### config.mk
export PLATFORM = sky130hd
export DESIGN_NAME = proportional_clock_group_advance
export DESIGN_NICKNAME = d
export VERILOG_FILES = /design/src/design/pcga_pkg.sv /design/src/design/pcga_divider.sv /design/src/design/proportional_clock_group_advance.sv
export VERILOG_INCLUDE_DIRS = /design/src /design/src/design
export SDC_FILE = /design/constraint.sdc
export NUM_CORES = 2
export LEC_CHECK = 0
export BUFFER_PORTS_ARGS = -buffer_cell sky130_fd_sc_hd__clkbuf_2
export CAP_MARGIN = 20
export CORE_MARGIN = 2
export CORE_UTILIZATION = 35
export CTS_CLUSTER_DIAMETER = 150
export DETAILED_ROUTE_END_ITERATION = 8
export SLEW_MARGIN = 20
export SYNTH_ARGS = -nofsm -noshare
export SYNTH_HDL_FRONTEND = slang
export SYNTH_HIERARCHICAL = 1
export SYNTH_SLANG_ARGS = --single-unit
### constraint.sdc
create_clock -name clock -period 10.1 [get_ports clock]
set_input_delay 1.515 -clock clock [delete_from_list [all_inputs] [get_ports clock]]
set_output_delay 1.515 -clock clock [all_outputs]
set_load 0.02 [all_outputs]
### src/design/proportional_clock_group_advance_macros.svh
// Assertion macros used by the clock group advance RTL.
`ifndef PROPORTIONAL_CLOCK_GROUP_ADVANCE_MACROS_SVH
`define PROPORTIONAL_CLOCK_GROUP_ADVANCE_MACROS_SVH

// Same-cycle implication, disabled during reset.
`define PCGA_ASSERT_NOW(label, clk, rst, ante, cons) \
   label: assert property (@(posedge clk) disable iff (rst) (ante) |-> (cons)) \
      else $error("pcga assertion failed");

// Next-cycle implication, disabled during reset.
`define PCGA_ASSERT_NEXT(label, clk, rst, ante, cons) \
   label: assert property (@(posedge clk) disable iff (rst) (ante) |=> (cons)) \
      else $error("pcga assertion failed");

`endif

### src/design/pcga_pkg.sv
// Package: types and constants of the clock group advance block.
`timescale 1ns / 1ps
`default_nettype none
package pcga_pkg;

   localparam int NUM_CLOCKS = 4;
   localparam int SLOT_W     = $clog2(NUM_CLOCKS);
   localparam int COUNT_W    = 3;
   localparam int TICK_W     = 64;
   localparam int RATE_W     = 32;
   localparam int CNT_W      = 16;
   localparam int PROD_W     = CNT_W + RATE_W;
   localparam int STEP_W     = $clog2(PROD_W + 1);
   localparam int CSR_IDX_W  = 3;

   // register indexes on the csr port
   localparam logic [CSR_IDX_W-1:0] CSR_CLOCK_COUNT = 3'd0;
   localparam logic [CSR_IDX_W-1:0] CSR_RATE_0      = 3'd1;
   localparam logic [CSR_IDX_W-1:0] CSR_RATE_1      = 3'd2;
   localparam logic [CSR_IDX_W-1:0] CSR_RATE_2      = 3'd3;
   localparam logic [CSR_IDX_W-1:0] CSR_RATE_3      = 3'd4;

   // item opcodes
   localparam logic OP_ADVANCE = 1'b0;
   localparam logic OP_RESET   = 1'b1;

   typedef struct packed {
      logic             op;
      logic [1:0]       source_index;
      logic [CNT_W-1:0] tick_count;
   } req_type;

   typedef struct packed {
      logic [1:0]        clock_index;
      logic [TICK_W-1:0] tick_value;
      logic [RATE_W-1:0] remainder;
      logic              last;
   } rsp_type;

endpackage
`default_nettype wire

### src/design/pcga_divider.sv
// Restoring divider, one quotient bit per cycle.
`timescale 1ns / 1ps
`default_nettype none
module pcga_divider (
   input  wire logic                        clock,
   input  wire logic                        reset,
   input  wire logic                        start,
   input  wire logic [pcga_pkg::PROD_W-1:0] dividend,
   input  wire logic [pcga_pkg::RATE_W-1:0] divisor,
   output logic                             done,
   output logic [pcga_pkg::PROD_W-1:0]      quotient,
   output logic [pcga_pkg::RATE_W-1:0]      remainder
);
   import pcga_pkg::*;

   logic              busy_ff, busy_in;
   logic              done_ff, done_in;
   logic [STEP_W-1:0] step_ff, step_in;
   logic [PROD_W-1:0] quo_ff, quo_in;
   logic [RATE_W-1:0] rem_ff, rem_in;
   logic [RATE_W-1:0] dvs_ff, dvs_in;
   logic [RATE_W:0]   shifted;
   logic [RATE_W:0]   diff;
   logic              fits;

   assign shifted = {rem_ff, quo_ff[PROD_W-1]};
   assign diff    = shifted - {1'b0, dvs_ff};
   assign fits    = shifted >= {1'b0, dvs_ff};

   always_comb begin
      busy_in = busy_ff;
      done_in = 1'b0;
      step_in = step_ff;
      quo_in  = quo_ff;
      rem_in  = rem_ff;
      dvs_in  = dvs_ff;
      if (start) begin
         busy_in = 1'b1;
         step_in = STEP_W'(PROD_W);
         quo_in  = dividend;
         rem_in  = '0;
         dvs_in  = divisor;
      end else if (busy_ff) begin
         rem_in  = fits ? diff[RATE_W-1:0] : shifted[RATE_W-1:0];
         quo_in  = {quo_ff[PROD_W-2:0], fits};
         step_in = step_ff - STEP_W'(1);
         if (step_ff == STEP_W'(1)) begin
            busy_in = 1'b0;
            done_in = 1'b1;
         end
      end
   end

   always_ff @(posedge clock) begin
      if (reset) begin
         busy_ff <= 1'b0;
         done_ff <= 1'b0;
         step_ff <= '0;
      end else begin
         busy_ff <= busy_in;
         done_ff <= done_in;
         step_ff <= step_in;
      end
      quo_ff <= quo_in;
      rem_ff <= rem_in;
      dvs_ff <= dvs_in;
   end

   assign done      = done_ff;
   assign quotient  = quo_ff;
   assign remainder = rem_ff;

endmodule
`default_nettype wire

### src/design/proportional_clock_group_advance.sv
// Top level: clock group tick accumulator with a shared serial divider.
// Advance item: accepted, then for each other active clock a multiply, a divider start,
//   48 divide steps in the one-bit-per-cycle divider, and an update.
// Results follow at one per cycle while rsp_ready is high.
// Reset item or inactive source: goes straight to emitting results. One item at a time.
// Reset: synchronous, active high; clock_count and rates to 1, ticks and remainders to 0.
`timescale 1ns / 1ps
`default_nettype none
`include "proportional_clock_group_advance_macros.svh"
module proportional_clock_group_advance (
   input  wire logic                           clock,
   input  wire logic                           reset,
   input  wire logic                           req_valid,
   output logic                                req_ready,
   input  wire pcga_pkg::req_type              req_payload,
   output logic                                rsp_valid,
   input  wire logic                           rsp_ready,
   output pcga_pkg::rsp_type                   rsp_payload,
   input  wire logic                           csr_valid,
   output logic                                csr_ready,
   input  wire logic [pcga_pkg::CSR_IDX_W-1:0] csr_index,
   input  wire logic [pcga_pkg::RATE_W-1:0]    csr_data
);
   import pcga_pkg::*;

   // sequencer states
   localparam logic [2:0] ST_IDLE  = 3'd0;
   localparam logic [2:0] ST_SEL   = 3'd1;  // pick next slot, skip the source
   localparam logic [2:0] ST_MUL   = 3'd2;  // rem + cnt * rate
   localparam logic [2:0] ST_START = 3'd3;  // launch divider
   localparam logic [2:0] ST_WAIT  = 3'd4;  // wait for quotient, update slot
   localparam logic [2:0] ST_EMIT  = 3'd5;  // one result transfer per active slot

   logic [2:0]         state_ff, state_in;
   logic [SLOT_W-1:0]  slot_ff, slot_in;
   logic [SLOT_W-1:0]  src_ff, src_in;
   logic [CNT_W-1:0]   cnt_ff, cnt_in;
   logic [PROD_W-1:0]  prod_ff, prod_in;
   logic [COUNT_W-1:0] count_ff, count_in;
   logic [RATE_W-1:0]  rate_ff  [NUM_CLOCKS];
   logic [RATE_W-1:0]  rate_in  [NUM_CLOCKS];
   logic [TICK_W-1:0]  ticks_ff [NUM_CLOCKS];
   logic [TICK_W-1:0]  ticks_in [NUM_CLOCKS];
   logic [RATE_W-1:0]  rem_ff   [NUM_CLOCKS];
   logic [RATE_W-1:0]  rem_in   [NUM_CLOCKS];

   logic [COUNT_W-1:0] act_n;
   logic               slot_last;
   logic               req_xfer;
   logic               div_start;
   logic               div_done;
   logic [PROD_W-1:0]  div_quo;
   logic [RATE_W-1:0]  div_rem;
   logic [RATE_W-1:0]  csr_rate;

   // active count: 0 acts as 1, saturate at NUM_CLOCKS
   always_comb begin
      if (count_ff == '0) begin
         act_n = COUNT_W'(1);
      end else if (count_ff > COUNT_W'(NUM_CLOCKS)) begin
         act_n = COUNT_W'(NUM_CLOCKS);
      end else begin
         act_n = count_ff;
      end
   end

   assign slot_last = ({1'b0, slot_ff} + COUNT_W'(1)) == act_n;
   assign req_ready = state_ff == ST_IDLE;
   assign req_xfer  = req_valid && req_ready;
   assign csr_ready = 1'b1;
   assign csr_rate  = (csr_data == '0) ? RATE_W'(1) : csr_data;

   // shared divider: dividend is the registered product, divisor the source rate
   pcga_divider u_div (
      .clock     (clock),
      .reset     (reset),
      .start     (div_start),
      .dividend  (prod_ff),
      .divisor   (rate_ff[src_ff]),
      .done      (div_done),
      .quotient  (div_quo),
      .remainder (div_rem)
   );

   always_comb begin
      state_in  = state_ff;
      slot_in   = slot_ff;
      src_in    = src_ff;
      cnt_in    = cnt_ff;
      prod_in   = prod_ff;
      count_in  = count_ff;
      rate_in   = rate_ff;
      ticks_in  = ticks_ff;
      rem_in    = rem_ff;
      div_start = 1'b0;

      // config transfers must arrive only while idle; the block itself does not enforce it
      if (csr_valid) begin
         case (csr_index)
            CSR_CLOCK_COUNT: count_in   = csr_data[COUNT_W-1:0];
            CSR_RATE_0:      rate_in[0] = csr_rate;
            CSR_RATE_1:      rate_in[1] = csr_rate;
            CSR_RATE_2:      rate_in[2] = csr_rate;
            CSR_RATE_3:      rate_in[3] = csr_rate;
            default:         ;
         endcase
      end

      case (state_ff)
         ST_IDLE: begin
            if (req_xfer) begin
               cnt_in  = req_payload.tick_count;
               src_in  = req_payload.source_index;
               slot_in = '0;
               if (req_payload.op == OP_RESET) begin
                  // every slot, active or not
                  for (int i = 0; i < NUM_CLOCKS; i++) begin
                     ticks_in[i] = '0;
                     rem_in[i]   = rate_ff[i] >> 1;
                  end
                  state_in = ST_EMIT;
               end else if ({1'b0, req_payload.source_index} < act_n) begin
                  ticks_in[req_payload.source_index] =
                     ticks_ff[req_payload.source_index] + TICK_W'(req_payload.tick_count);
                  state_in = ST_SEL;
               end else begin
                  // inactive source: state untouched, still report
                  state_in = ST_EMIT;
               end
            end
         end
         ST_SEL: begin
            if (slot_ff == src_ff) begin
               if (slot_last) begin
                  slot_in  = '0;
                  state_in = ST_EMIT;
               end else begin
                  slot_in = slot_ff + SLOT_W'(1);
               end
            end else begin
               state_in = ST_MUL;
            end
         end
         ST_MUL: begin
            // 16x32 product plus 32-bit remainder stays below 2^48
            prod_in  = PROD_W'(cnt_ff) * PROD_W'(rate_ff[slot_ff])
                     + PROD_W'(rem_ff[slot_ff]);
            state_in = ST_START;
         end
         ST_START: begin
            div_start = 1'b1;
            state_in  = ST_WAIT;
         end
         ST_WAIT: begin
            if (div_done) begin
               ticks_in[slot_ff] = ticks_ff[slot_ff] + TICK_W'(div_quo);
               rem_in[slot_ff]   = div_rem;
               if (slot_last) begin
                  slot_in  = '0;
                  state_in = ST_EMIT;
               end else begin
                  slot_in  = slot_ff + SLOT_W'(1);
                  state_in = ST_SEL;
               end
            end
         end
         ST_EMIT: begin
            if (rsp_ready) begin
               if (slot_last) begin
                  slot_in  = '0;
                  state_in = ST_IDLE;
               end else begin
                  slot_in = slot_ff + SLOT_W'(1);
               end
            end
         end
         default: state_in = ST_IDLE;
      endcase
   end

   always_ff @(posedge clock) begin
      if (reset) begin
         state_ff <= ST_IDLE;
         slot_ff  <= '0;
         count_ff <= COUNT_W'(1);
         for (int i = 0; i < NUM_CLOCKS; i++) begin
            rate_ff[i]  <= RATE_W'(1);
            ticks_ff[i] <= '0;
            rem_ff[i]   <= '0;
         end
      end else begin
         state_ff <= state_in;
         slot_ff  <= slot_in;
         count_ff <= count_in;
         rate_ff  <= rate_in;
         ticks_ff <= ticks_in;
         rem_ff   <= rem_in;
      end
      src_ff  <= src_in;
      cnt_ff  <= cnt_in;
      prod_ff <= prod_in;
   end

   // results read straight from slot state, which holds still while emitting
   assign rsp_valid               = state_ff == ST_EMIT;
   assign rsp_payload.clock_index = 2'(slot_ff);
   assign rsp_payload.tick_value  = ticks_ff[slot_ff];
   assign rsp_payload.remainder   = rem_ff[slot_ff];
   assign rsp_payload.last        = slot_last;

   `PCGA_ASSERT_NOW(a_no_overlap, clock, reset, rsp_valid, !req_ready)
   `PCGA_ASSERT_NEXT(a_reset_item_reports, clock, reset,
      req_xfer && req_payload.op == OP_RESET, rsp_valid && slot_ff == '0)
   `PCGA_ASSERT_NEXT(a_last_frees, clock, reset,
      rsp_valid && rsp_ready && rsp_payload.last, req_ready)
   `PCGA_ASSERT_NEXT(a_div_update_moves_on, clock, reset,
      state_ff == ST_WAIT && div_done, state_ff == ST_SEL || state_ff == ST_EMIT)

endmodule
`default_nettype wire
After elaboration in Yosys (flattened, before gate mapping)

Cells that the tools add are included.

Bits in registers: 706
Input port bits: 59

Add/sub/neg operators: 7
Multiply operators: 1
Magnitude comparators: 8
Eq/ne operators: 20
Mux-type cells: 62
Bitwise operators: 4
Reductions and logical operators: 22

Operator list:

| cell                                                                  | count |
|---|---|
| 256-bit two-way mux                                                   | 4 |
| 256-bit bitwise mux                                                   | 2 |
| 256-bit one-hot mux with 2 select lines                               | 1 |
| 128-bit two-way mux                                                   | 3 |
| 64-bit two-way mux                                                    | 6 |
| 32-bit two-way mux                                                    | 9 |
| 64-bit binary-select mux with 2-bit select                            | 2 |
| 64-bit demux with 2-bit select                                        | 2 |
| 128-bit one-hot mux with 2 select lines                               | 1 |
| 32-bit binary-select mux with 2-bit select                            | 3 |
| 128-bit bitwise mux                                                   | 1 |
| 48-bit two-way mux                                                    | 2 |
| 64-bit by 16-bit adder with 64-bit output                             | 1 |
| 64-bit by 48-bit adder with 64-bit output                             | 1 |
| 32-bit demux with 2-bit select                                        | 1 |
| 48-bit by 32-bit adder with 48-bit output                             | 1 |
| 16-bit by 32-bit multiplier with 48-bit output                        | 1 |
| 33-bit by 32-bit greater-or-equal comparator with 1-bit output        | 1 |
| 3-bit two-way mux                                                     | 11 |
| 32-bit logical NOT                                                    | 1 |
| 32-bit subtractor                                                     | 1 |
| 3-bit one-hot mux with 6 select lines                                 | 1 |
| 3-bit by 2-bit equality test with 1-bit output, second input constant | 4 |
| 6-bit two-way mux                                                     | 2 |
| other kinds (30)                                                      | 62 |

Logic depth before layout (Yosys ltp)

Word-level depth: 10
Gate-level depth with buffers: 29
Gate-level depth less buffers: 24

Modules after synthesis

The synthesis kept the hierarchy.

By module, submodules not included:

| module                           | times used | cells an instance | area an instance (um^2) | sequential area each (um^2) |
|---|---|---|---|---|
| proportional_clock_group_advance | 1          | 6038              | 52972.1                 | 12391.9 |
| pcga_divider                     | 1          | 626               | 6580.1                  | 3203.1 |

Worst setup path before layout

OpenSTA, ideal clock, no wires.

Kind: reg-to-reg
Start point: reg slot_ff[0]
End point: reg prod_ff[44], data pin
Setup time: 0.274 ns
Arrival time: 7.877 ns
Data required time: 9.826 ns
Slack: 1.949 ns
Stages on the path, launching flop included: 28
Path buffers: 6
Cells stage by stage: dfxtp_1 buf_4 buf_6 buf_2 buf_1 mux4_2 clkbuf_1 nand2_1 fa_1 fa_1 inv_1 fa_1 fa_1 fa_1 inv_1 fa_1 inv_1 ha_1 clkbuf_1 and4_1 nand3_1 nor2_1 a211oi_1 o21ai_0 o41a_1 a41oi_1 o41ai_1 xor2_1

Word-level cells in the longest chain between the ends: 6

Ends and longest elaborated chain:

| element                                                | RTL line                                                                         | RTL |
|---|---|---|
| start, declared                                        | proportional_clock_group_advance.sv:35                                           | `logic [SLOT_W-1:0] slot_ff, slot_in;` |
| start signal, assigned                                 | proportional_clock_group_advance.sv:193                                          | `slot_ff <= slot_in;` |
| 2-bit NOT with 3-bit output (implied by the code) *    | proportional_clock_group_advance.sv:146, proportional_clock_group_advance.sv:147 |  |
| 32-bit binary-select mux with 2-bit select             | proportional_clock_group_advance.sv:146                                          | `prod_in = PROD_W'(cnt_ff) * PROD_W'(rate_ff[slot_ff])` |
| 32-bit two-way mux (implied by the code) (2 in series) | proportional_clock_group_advance.sv:146                                          |  |
| 16-bit by 32-bit multiplier with 48-bit output         | proportional_clock_group_advance.sv:146                                          |  |
| 48-bit by 32-bit adder with 48-bit output *            | proportional_clock_group_advance.sv:147                                          | `+ PROD_W'(rem_ff[slot_ff]);` |
| end signal, assigned                                   | proportional_clock_group_advance.sv:201                                          | `prod_ff <= prod_in;` |
| end, declared                                          | proportional_clock_group_advance.sv:38                                           | `logic [PROD_W-1:0] prod_ff, prod_in;` |

Mark *: on every way between the ends. The rest lies on a longest branch, timed or not. The select of a mux whose other input is x is not followed.
A chain may end at the register's enable or synchronous reset.

Final worst setup path

Ends and elaborated chain as after synthesis.

==> flow_metrics.py <==
metrics = {
    "status": {
        "status": "completed",
    },
    "sta": {
        "timing.slew.headroom": 0.1717,
        "setup_repair_after_global_routing_missed_its_margin": "false",
        "worst_clock_skew_ns": 0.04873,
        "setup_viol": 0,
        "max_slew.worst_pin.slew_ns": 1.243,
        "period_share": 0.8609,
        "achievable-frequency_mhz": 115.0,
        "hold_viol": 0,
        "slew_viol_final": 0,
        "timing.final.crit_period_ns": 8.695,
        "finalSetupTns_ns": 0,
    },
    "place": {
        "dpl.cell_count": 8652,
        "portBuffers": 159,
        "gp_routability_congestion": 0.9583,
        "placedInstanceArea_sq_mm": 0.06198,
        "detailedPlacementHpwl_mm": 147.1,
    },
    "yosys": {
        "synthDominantCellAreaShare": 0.1883,
        "synth.distinct_cells": 107,
        "synthTopCellsByArea": "sky130_fd_sc_hd__dfxtp_1 19%, sky130_fd_sc_hd__fa_1 15%, sky130_fd_sc_hd__mux4_2 7.6%",
        "most_used_dff_post_synth": "sky130_fd_sc_hd__dfxtp_1",
        "syn_nets": 7401,
        "syn-instance-count": 6664,
        "avgSynthCellArea_sq_um": 8.936,
        "synth-seq-cells": 706,
        "async_flop_share": 0,
        "synth_top_area_cell": "sky130_fd_sc_hd__dfxtp_1",
        "synth_enable_flop_cells": 146,
        "sequential_to_total_area_share_from_yosys_stat": 0.2619,
        "synth-warning-count": 6,
        "post_synth_instance_area_sq_mm": 0.05955,
    },
    "grt": {
        "grt_antenna_before_repair": 10,
        "met3_usage": 0.05100,
        "track_usage": 0.2425,
        "vias_in_the_first_global_route": 51009,
        "groute.layer.met2.usage": 0.3832,
        "grt_max_degree": 218,
        "globalRouteMet1Util": 0.3106,
        "top_usage_layer": "met2",
        "grt_first_pass_wirelength_mm": 321.4,
        "overflow": 0,
    },
    "drt": {
        "routed-via-count": 51608,
        "drt-pass1-iter-count": 7,
        "route.antenna.remaining_nets": 0,
        "detailedRoute.firstIterationViolations": 5414,
        "detail_route.wl_per_cell_um": 24.45,
        "totalWireLength_mm": 215.2,
        "detail_route.drc_violations": 0,
        "vias_per_cell": 5.864,
    },
    "die": {
        "die_x_um": 416.5,
        "initial_core_util": 0.3518,
        "placement_row_count": 151,
        "core-area_sq_mm": 0.1693,
        "ioPinCount": 161,
        "floorplan.die.height_um": 416.5,
        "fp.dieArea_sq_mm": 0.1735,
    },
    "cts": {
        "worst_skew_pair.late_latency_ns": 0.72,
        "clock_path_buffers": 3,
        "clk_transition_reported_paths_ns": 0.07,
        "post_cts_buffers": 0,
        "cts_tree": "done",
        "h-tree-depth": 3,
        "total_clock_sinks": 706,
        "cts.root.buffer_cell": "sky130_fd_sc_hd__clkbuf_16",
        "cts_hold_repair.buffers": 0,
        "numCtsBuffers": 79,
        "cts.repair.resized": 0,
    },
    "power": {
        "total_power_mw": 12.39,
        "switching_share": 0.4268,
        "p_per_area_mw_per_mm2": 191.4,
        "power.sequential.fraction": 0.312,
        "cell_internal_pwr_mw": 7.104,
        "vdd_drop_max_uv": 132.9,
        "power_switching_mw": 5.289,
        "comb_power_share": 0.438,
        "power.static_leakage_nw": 25.52,
        "clock_power_frac": 0.250,
    },
    "worst_setup_path": {
        "critPathSlowestCell": "sky130_fd_sc_hd__dfxtp_4",
        "crit_type": "register to register",
        "timing.critical_path.arrival_ns": 9.15,
        "critical_path.max_stage_delay_ns": 0.74,
        "worstPathCellList": "buf_4, mux4_2, and2_1, fa_1, inv_1, fa_1, fa_1, inv_1, fa_1, fa_1, fa_1, ha_1, a21o_1, a31oi_1, a31oi_1, a211oi_1, o21ai_0, o41a_1, a41oi_1, o41ai_1, xor2_1",
        "buffers_and_inverters_on_the_worst_path": 3,
        "rrSetupSlack_ns": 1.41,
        "cp_max_fo": 27,
        "critPathCaptureType": "register",
        "timing.critical_path.mode_cell": "sky130_fd_sc_hd__fa_1",
        "worstSetupStartpointType": "register",
        "critPathRequiredTime_ns": 10.55,
        "path_delay_family": "adder cells",
    },
    "job": {
        "max_cap_viol_count": 0,
    },
    "final_layout": {
        "commonest_non_fill_non_tap_cell_in_the_layout": "sky130_fd_sc_hd__nand2_1",
        "total_non_filler_cell_area_in_the_finished_layout_sq_mm": 0.06474,
        "final_cell_mix": "762 x sky130_fd_sc_hd__nand2_1, 663 x sky130_fd_sc_hd__inv_1, 557 x sky130_fd_sc_hd__dfxtp_1",
        "layout.cells.non_filler": 8801,
        "final_layout_size_suffix_gt1_frac": 0.1087,
        "final_nets": 7253,
        "syn_to_final_growth_pct": 8.709,
    },
    "hold_path": {
        "min-delay-path-class": "register to register",
    },
}
cell type report:
cell class / count / area [sq um]
tap: 2218 / 2775
sequential: 706 / 15600
fill: 17084 / 104500
antenna: 3 / 7.507
clock buffer: 115 / 2286
inverter: 666 / 2500
multi-input combinational: 4807 / 39550
timing repair buffer: 256 / 1575
clock inverter: 30 / 445.4
power groups by stage:
stage / Clock (mW) / Combinational [mW] / Sequential, mW
3_5_place_dp: 0 / 5.32 / 3.91
3_3_place_gp: 0 / 5.25 / 3.89
4_1_cts: 3.14 / 5.35 / 3.85
2_1_floorplan: 0 / 3.86 / 3.71
5_1_grt: 3.24 / 5.91 / 3.92
6_report: 3.10 / 5.43 / 3.86
registers in the layout, summed over array words and instances (netlist names), 16 cells and up:
name	count
cnt_ff	16
u_div/quotient	48
rem_ff	128
ticks_ff	256
u_div/dvs_ff	32
u_div/remainder	32
prod_ff	48
rate_ff	128
worst paths after layout:
check | start | to | depth (start not counted)
setup reg to reg | slot_ff[0] | prod_ff[44] | 21
hold reg to reg | rate_ff[66] | rate_ff[66] | 2
setup / recovery | slot_ff[0] | prod_ff[44] | 21
hold / removal | rate_ff[66] | rate_ff[66] | 2
kinds of logic (layout without fill, tap and decap cells):
kind of cell             Yosys count  in the layout  synth area share
buffers and inverters           1151           1067           0.07639
XOR/XNOR                         160            160           0.02397
other                              1              4        0.00006297
AO/OA/AOI/OAI                   1386           1386            0.1555
adder cells (fa/ha/maj)          678            678            0.1996
multiplexers                     299            299           0.09953
AND/OR/NAND/NOR                 2283           2283            0.1831
flip-flops                       706            706            0.2619
stage by stage:
step           setup WS (ns)  hold slack [ns]    util
6_report               1.405           0.4835  0.3824
5_1_grt                1.109           0.4965  0.3824
4_1_cts                1.418           0.4797  0.3823
3_5_place_dp           1.422           0.4709  0.3662
3_3_place_gp           1.515           0.4607  0.3661
2_1_floorplan          1.949           0.4424       -
metal layers:
| metal | vias to the layer above | share of wire |
|---|---|---|
| li1 | 22873 | - |
| met1 | 25679 | 0.40 |
| met2 | 2497 | 0.45 |
| met3 | 547 | 0.088 |
| met4 | 12 | 0.058 |
| met5 | - | 0.00064 |
tightest hold or removal path: stages (launching register included):
cell and delay (ns):
sky130_fd_sc_hd__dfxtp_1 0.33, sky130_fd_sc_hd__nand2_1 0.06, sky130_fd_sc_hd__a21oi_1 0.05
synthesized netlist by cell type, drive strengths merged, types with 47 or more instances:
cell and n:
fa 453, mux2 49, o21ai 274, clkbuf 368, nand3 105, dfxtp 560, and3 47, nand3b 129
a221oi 127, ha 225, a21o 82, a21oi 354, xnor2 110, a211oi 199, and2 239, inv 664
nand4 50, nand2 767, xor2 50, buf 117, edfxtp 146, o21bai 49, mux4 223, nor3 222
nor2 563
(Power assumes the default switching activity.)
